File: src/hw/rtl/srk_pkg.sv
`timescale 1ns / 1ps
`default_nettype none

package srk_pkg;

  localparam int Q_W = 17;
  localparam int OFF_W = 18;
  localparam int CURVE_W = 16;

  localparam logic [Q_W-1:0] Q16_ONE = 17'd65536;
  localparam logic [17:0] SAT_CAP = 18'd131072;
  localparam logic [CURVE_W-1:0] CURVE_MIN = 16'd1638;
  localparam logic [CURVE_W-1:0] CURVE_MAX = 16'd40960;

  // mode register bit positions
  localparam int MODE_DISPLAY = 0;
  localparam int MODE_INVERT = 1;

  typedef enum logic [1:0] {
    KS_ZERO = 2'd0,
    KS_ONE  = 2'd1,
    KS_POW  = 2'd2
  } key_sel_e;

  typedef enum logic [2:0] {
    CFG_HIGH_LIMIT  = 3'd0,
    CFG_HIGH_FADE   = 3'd1,
    CFG_LOW_FADE    = 3'd2,
    CFG_LOW_LIMIT   = 3'd3,
    CFG_FADE_CURVES = 3'd4,
    CFG_SAT_OFFSET  = 3'd5,
    CFG_MIX_AMOUNT  = 3'd6,
    CFG_MODE        = 3'd7
  } cfg_reg_e;

  function automatic logic [Q_W-1:0] cap_one(input logic [Q_W-1:0] v);
    return (v > Q16_ONE) ? Q16_ONE : v;
  endfunction

  function automatic logic [CURVE_W-1:0] clamp_curve(input logic [CURVE_W-1:0] v);
    logic [CURVE_W-1:0] r;
    r = v;
    if (r < CURVE_MIN) r = CURVE_MIN;
    if (r > CURVE_MAX) r = CURVE_MAX;
    return r;
  endfunction

  // floor square root, elaboration use only
  function automatic logic [63:0] isqrt64(input logic [63:0] v);
    logic [63:0] r;
    logic [63:0] b;
    logic [63:0] vv;
    r = 64'd0;
    b = 64'd1 << 62;
    vv = v;
    for (int i = 0; i < 32; i++) begin
      if (vv >= r + b) begin
        vv = vv - (r + b);
        r = (r >> 1) + b;
      end else begin
        r = r >> 1;
      end
      b = b >> 2;
    end
    return r;
  endfunction

  // Q0.30 factor 2^-(2^-(k+1))
  function automatic logic [29:0] exp_fac(input int k);
    logic [63:0] t;
    t = isqrt64(64'd1 << 59);
    for (int i = 0; i < k; i++) begin
      t = isqrt64(t << 30);
    end
    return t[29:0];
  endfunction

endpackage

`default_nettype wire

File: src/hw/rtl/srk_div.sv
`timescale 1ns / 1ps
`default_nettype none

// Restoring divider, one quotient bit per stage. num_hi_i must be below den_i.
module srk_div #(
  parameter int QW = 16,
  parameter int DW = 17,
  parameter int TW = 1
) (
  input  logic          clk_i,
  input  logic          rst_ni,
  input  logic          en_i,
  input  logic          valid_i,
  input  logic [DW-1:0] num_hi_i,
  input  logic [QW-1:0] num_lo_i,
  input  logic [DW-1:0] den_i,
  input  logic [TW-1:0] tag_i,
  output logic          valid_o,
  output logic [QW-1:0] quo_o,
  output logic [TW-1:0] tag_o
);

  logic [DW-1:0] rem_s [QW];
  logic [QW-1:0] lo_s  [QW+1];
  logic [DW-1:0] den_s [QW+1];
  logic [TW-1:0] tag_s [QW+1];
  logic          v_s   [QW+1];

  assign rem_s[0] = num_hi_i;
  assign lo_s[0]  = num_lo_i;
  assign den_s[0] = den_i;
  assign tag_s[0] = tag_i;
  assign v_s[0]   = valid_i;

  for (genvar k = 0; k < QW; k++) begin : g_stage
    logic [DW:0]   trial;
    logic [DW:0]   diff;
    logic          ge;
    logic [QW-1:0] lo_d;
    logic [QW-1:0] lo_q;
    logic [DW-1:0] den_q;
    logic [TW-1:0] tag_q;
    logic          v_q;

    assign trial = {rem_s[k], lo_s[k][QW-1]};
    assign diff  = trial - {1'b0, den_s[k]};
    assign ge    = trial >= {1'b0, den_s[k]};
    assign lo_d  = {lo_s[k][QW-2:0], ge};

    always_ff @(posedge clk_i or negedge rst_ni) begin
      if (!rst_ni) begin
        v_q <= 1'b0;
      end else if (en_i) begin
        v_q <= v_s[k];
      end
    end

    always_ff @(posedge clk_i) begin
      if (en_i) begin
        lo_q  <= lo_d;
        den_q <= den_s[k];
        tag_q <= tag_s[k];
      end
    end

    if (k < QW - 1) begin : g_rem
      logic [DW-1:0] rem_d;
      logic [DW-1:0] rem_q;
      assign rem_d = ge ? diff[DW-1:0] : trial[DW-1:0];
      always_ff @(posedge clk_i) begin
        if (en_i) begin
          rem_q <= rem_d;
        end
      end
      assign rem_s[k+1] = rem_q;
    end

    assign lo_s[k+1]  = lo_q;
    assign den_s[k+1] = den_q;
    assign tag_s[k+1] = tag_q;
    assign v_s[k+1]   = v_q;
  end

  assign valid_o = v_s[QW];
  assign quo_o   = lo_s[QW];
  assign tag_o   = tag_s[QW];

endmodule

`default_nettype wire

File: src/hw/rtl/srk_sat.sv
`timescale 1ns / 1ps
`default_nettype none

// Saturation (max-min)/(2-(max+min)), offset and clamp to [0,1].
module srk_sat #(
  parameter int CB = 16
) (
  input  logic                       clk_i,
  input  logic                       rst_ni,
  input  logic                       en_i,
  input  logic                       valid_i,
  input  logic [CB-1:0]              red_i,
  input  logic [CB-1:0]              green_i,
  input  logic [CB-1:0]              blue_i,
  input  logic [CB-1:0]              alpha_i,
  input  logic [srk_pkg::OFF_W-1:0]  sat_offset_i,
  output logic                       valid_o,
  output logic [srk_pkg::Q_W-1:0]    sat_o,
  output logic [4*CB-1:0]            pix_o
);
  import srk_pkg::*;

  localparam int DW = CB + 1;
  localparam int TW = 4 * CB + 3;
  localparam logic [CB+1:0] TWO_ONE = (CB+2)'(1) << (CB - 3);

  logic [CB-1:0]        mx, mn;
  logic [CB:0]          sum;
  logic signed [CB+1:0] d, dn;
  logic [DW-1:0]        ad;

  always_comb begin
    mx = red_i;
    mn = red_i;
    if (green_i > mx) mx = green_i;
    if (blue_i > mx) mx = blue_i;
    if (green_i < mn) mn = green_i;
    if (blue_i < mn) mn = blue_i;
  end

  assign sum = {1'b0, mx} + {1'b0, mn};
  assign d   = $signed(TWO_ONE) - $signed({1'b0, sum});
  assign dn  = -d;
  assign ad  = d[CB+1] ? dn[CB:0] : d[CB:0];

  logic          s1_v_q;
  logic [CB-1:0] c_q;
  logic [DW-1:0] ad_q;
  logic          neg_q;
  logic [4*CB-1:0] pix_q;

  always_ff @(posedge clk_i or negedge rst_ni) begin
    if (!rst_ni) begin
      s1_v_q <= 1'b0;
    end else if (en_i) begin
      s1_v_q <= valid_i;
    end
  end

  always_ff @(posedge clk_i) begin
    if (en_i) begin
      c_q   <= mx - mn;
      ad_q  <= ad;
      neg_q <= d[CB+1];
      pix_q <= {red_i, green_i, blue_i, alpha_i};
    end
  end

  // quotient needs more than 18 bits (or divisor is zero) when c/4 >= |d|
  logic [DW-1:0] c_hi;
  logic          ovf;
  logic [TW-1:0] dtag_in, dtag_out;
  logic          dv;
  logic [17:0]   quo;

  assign c_hi    = DW'(c_q >> 2);
  assign ovf     = c_hi >= ad_q;
  assign dtag_in = {(c_q == '0), neg_q, ovf, pix_q};

  srk_div #(
    .QW (18),
    .DW (DW),
    .TW (TW)
  ) u_div (
    .clk_i    (clk_i),
    .rst_ni   (rst_ni),
    .en_i     (en_i),
    .valid_i  (s1_v_q),
    .num_hi_i (c_hi),
    .num_lo_i ({c_q[1:0], 16'd0}),
    .den_i    (ad_q),
    .tag_i    (dtag_in),
    .valid_o  (dv),
    .quo_o    (quo),
    .tag_o    (dtag_out)
  );

  logic               t_czero, t_neg, t_ovf;
  logic [17:0]        qm;
  logic signed [19:0] sgn, off, tot;
  logic [Q_W-1:0]     sat_d;

  assign t_czero = dtag_out[4*CB+2];
  assign t_neg   = dtag_out[4*CB+1];
  assign t_ovf   = dtag_out[4*CB];
  assign qm      = (t_ovf || quo > SAT_CAP) ? SAT_CAP : quo;
  assign sgn     = t_neg ? -$signed({2'b00, qm}) : $signed({2'b00, qm});
  assign off     = $signed({{2{sat_offset_i[OFF_W-1]}}, sat_offset_i});
  assign tot     = sgn + off;

  always_comb begin
    if (t_czero || tot < 0) begin
      sat_d = '0;
    end else if (tot > $signed({3'b000, Q16_ONE})) begin
      sat_d = Q16_ONE;
    end else begin
      sat_d = tot[Q_W-1:0];
    end
  end

  logic            v_q;
  logic [Q_W-1:0]  sat_q;
  logic [4*CB-1:0] po_q;

  always_ff @(posedge clk_i or negedge rst_ni) begin
    if (!rst_ni) begin
      v_q <= 1'b0;
    end else if (en_i) begin
      v_q <= dv;
    end
  end

  always_ff @(posedge clk_i) begin
    if (en_i) begin
      sat_q <= sat_d;
      po_q  <= dtag_out[4*CB-1:0];
    end
  end

  assign valid_o = v_q;
  assign sat_o   = sat_q;
  assign pix_o   = po_q;

endmodule

`default_nettype wire

File: config.mk
export PLATFORM = sky130hd
export DESIGN_NAME = srk_sat
export DESIGN_NICKNAME = d
export VERILOG_FILES = /design/src/hw/rtl/srk_pkg.sv /design/src/hw/rtl/srk_div.sv /design/src/hw/rtl/srk_sat.sv
export SDC_FILE = /design/constraint.sdc
export NUM_CORES = 2
export LEC_CHECK = 0
export ABC_AREA = 1
export BUFFER_PORTS_ARGS = -buffer_cell sky130_fd_sc_hd__buf_2
export CORE_AREA = 2 2 432 434
export DETAILED_ROUTE_END_ITERATION = 7
export DIE_AREA = 0 0 434 436
export GPL_TIMING_DRIVEN = 0
export PLACE_DENSITY = 0.65
export SETUP_SLACK_MARGIN = 0.1
export SLEW_MARGIN = 25
export SYNTH_ARGS = -nofsm -noshare
export SYNTH_HDL_FRONTEND = slang
export SYNTH_SLANG_ARGS = --single-unit
File: constraint.sdc
create_clock -name clk_i -period 7.2 [get_ports clk_i]
set_clock_uncertainty 0.05 [all_clocks]
set_input_delay 0.36 -clock clk_i [delete_from_list [all_inputs] [get_ports clk_i]]
set_output_delay 0.36 -clock clk_i [all_outputs]
set_load 0.005 [all_outputs]
==> impl_metrics.ini <==
[global_routing]
antenna_violations_before_repair = 3
grt_usage_pct = 15.8
grt_pass1_vias = 46500
grt_pass1_wl_um = 238000
grt_overflow = 0
maximum_number_of_pins_on_one_net_before_global_route_repair = 144

[logic_synthesis]
synth-adder-area-share_pct = 6.57
yosys-mux-area-fraction_pct = 0
netlist.area_leader.share_pct = 72.8
synth_area_leaders = edfxtp_1 (73%), ha_1 (6.1%), nand2_1 (4.1%), inv_1 (3.0%), o21ai_0 (2.5%)
synthMostInstantiatedCell = edfxtp_1
syn_avg_cell_area_sq_um = 14.1
synth_compound_gate_area_share_pct = 6.30
synth.cell_area_sq_um = 88000
async_reset_ff_share_pct = 0.929
synth.distinct_cells = 54
yosys-top-cells-count = edfxtp_1 (2,133), nand2_1 (953), inv_1 (701), o21ai_0 (431), ha_1 (430)
ys_warn_count = 0
synthesis_stage_register_bit_count = 2153
gate_count_of_the_mapped_netlist = 6230
synth_simple_gate_area_share_pct = 7.28
cell_type_contributing_the_most_total_cell_area_after_synthesis = edfxtp_1
synth_top_flop_cell = edfxtp_1
synth_seq_area_share_pct = 73.4
synth_top_family_by_area = simple AND/OR/NAND/NOR gates
synth_edf_count = 2133
syn-num-nets = 6766
post_synth_xor_area_fraction_pct = 3.07

[die]
horizontal_die_dimension_um = 434
floorplan.die_area_sq_um = 189000
floorplan.io_pins = 168
start_util_pct = 47.7
die_height_um = 436
core_region_area_sq_um = 185000
num_rows = 158

[worst_setup_path]
worst-setup-path-type = in2reg
cp_data_arrival_time_ps = 7110
timing.rr.end = sat_o[12]
r2r_cells = 28
worst-r2r-setup-slack_ps = 2510
worst_setup_path_start_kind = input pin
worst-path-buf-inv = 9
worst_ep_required_time_ps = 7750
worst_path_most_repeated_cell = nand2_1
crit_path_max_incr_delay_ps = 540
r2r_start = u_div.quo_o[14]
path_delay_family = buffers and inverters
timing.critical_path.to_type = register
worst-path-max-fanout = 10
critPathSlowestCell = dlygate4sd3_1

[clock_tree]
clock_buffer_count_from_cts = 214
tritoncts = yes
cts.htree.levels = 4
maximum_root_to_sink_buffer_count = 3
post_cts.repair.setup_buffers = 0
worst_skew_pair.late_latency_ps = 840
clkTransAtPathRegs_ps = 60
clkSinkCount = 2153
cts.root.buffer_cell = clkbuf_16

[power]
power_density_nw_per_um2 = 390
vdd_drop_max_v = 0.000269
leakage_nw = 39.3

[timing]
final.min_clock_period_ps = 6550
fin_ws_ps = 646
rsz0062_at_grt = no
period_share_pct = 91.0
setup_violations = 0
final.hold.worst_slack_ps = 158
fin_tns_setup_ps = 0
count_of_endpoints_failing_hold_in_the_final_timing_report = 0
tightestPinTransition_ps = 881
achievable-frequency_mhz = 153
timing_max_transition_violations_final = 0
maxSlewHeadroom_pct = 41.1

[place]
place_ws_ps = -626
port-buffer-count = 167
dpl.hpwl_um = 104000
place.gp.congestion = 0.978
place_area_sq_um = 92400

[hold_path]
worstHoldPathCells = 4
min_path_type = in2reg
holdCritStartpoint = sat_offset_i[4]
min_delay_worst_endpoint = sat_o[4]

[layout]
final_nets = 7236
final.fill_count = 15000
synthToLayoutAreaGrowth_pct = 13.8
stdcell_area_sq_um = 100000
layout-drive-gt1-share_pct = 8.49
multi_input_area_sq_um = 20400
ff_latch_area_sq_um = 64600

[routing]
finalWirelength_um = 149000
post_drt_via_cell_ratio = 4.95
antenna_violating_nets_post_route = 0
routed_wire_length_per_instance_um = 15.9
drt_first_pass_iters = 6
detail_route.drc_violations = 0
initialDrtViolationCount = 3027
routed-via-count = 46300

[run_status]
status = completed

[flow_run]
cap_violations = 0
how the worst max path moves through the flow:
stage | startpoint | endpoint | slack, ps | cells past startpoint
2_1_floorplan | red_i[15] | ad_q[15] | 1310 | 37
3_3_place_gp | en_i | pix_o[43] | -27560 | 1
3_5_place_dp | red_i[11] | ad_q[15] | -630 | 37
4_1_cts | green_i[0] | ad_q[15] | 120 | 43
5_1_grt | green_i[4] | ad_q[15] | 120 | 40
6_report | green_i[4] | ad_q[15] | 650 | 40
cell usage in the layout, fill, tap and decap left out, drive strengths merged, types with 24 or more instances in the layout:
master / n
inv: 709
edfxtp: 2133
o21ai: 440
a21oi: 405
clkinv: 96
ha: 430
buf: 230
nor3: 44
xnor2: 136
nor2: 233
clkbuf: 296
xor2: 172
nand3: 169
o31ai: 31
nand4: 73
dlygate4sd3: 70
nand2: 966
a31oi: 24
cell families (layout without fill, tap and decap cells):
family / Yosys count / in the layout
flops: 2153 / 2153
simple gates: 1528 / 1528
compound gates: 1011 / 1011
buf+inv: 780 / 1427
fa+ha+maj: 450 / 450
xor+xnor: 308 / 308
other cells: 0 / 2
tightest hold or removal path, cell delays in order:
cell and delay [ps]:
buf_2 90, ha_1 200, xnor2_1 120, nor2_1 110
metal layers:
layer | global-route usage [%] | vias to the layer above | part of all wire (%)
li1 | - | 23300 | -
met1 | 19.1 | 21800 | 42
met2 | 27.7 | 834 | 51
met3 | 2.74 | 318 | 3.7
met4 | 6.84 | 0 | 3.8
met5 | 0 | - | 0
sequential cells by signal, summed over array words and instances (netlist names):
register,flops
c_q,16
ad_q,16
pix_o,64
u_div.g_stage.v_q,17
u_div.valid_o,1
s1_v_q,1
u_div.tag_o,67
u_div.g_stage.den_q,289
u_div.quo_o,18
u_div.g_stage.tag_q,1139
neg_q,1
pix_q,64
u_div.g_stage.lo_q,153
valid_o,1
sat_o,17
u_div.g_stage.g_rem.rem_q,289
layout make-up:
| cell class | instances | area share (%) |
|---|---|---|
| Antenna cell | 2 | 0.00500 |
| Buffer | 77 | 0.382 |
| Clock buffer | 265 | 5.65 |
| Clock inverter | 128 | 1.37 |
| Inverter | 703 | 2.63 |
| Multi-Input combinational cell | 3297 | 20.4 |
| Sequential cell | 2153 | 64.4 |
| Tap cell | 2480 | 3.10 |
| Timing Repair Buffer | 254 | 2.02 |
power breakdown:
group	leakage, nW	switching [mW]	internal [mW]
clock network	3.42	4.54	6.31
logic	14.7	6.93	4.07
registers	21.1	0.891	16.3
total	39.3	12.4	26.7
through the flow:
step / std cells / util, % / total power, mW
floorplan: 6230 / - / 25.2
global placement: 8877 / 49.8 / 28.9
detailed placement: 8894 / 50.1 / 28.4
CTS: 9357 / 54.2 / 39.5
global route: 9359 / 54.2 / 41.6
finish: 9359 / 54.2 / 39.1
timing repair:
item	CTS	global route
resized for setup	0	9
hold buffers	70	0
endpoints found under the setup margin	0	19
hold endpoints to repair	156	0
No activity file was read; power rests on OpenSTA's default activity.
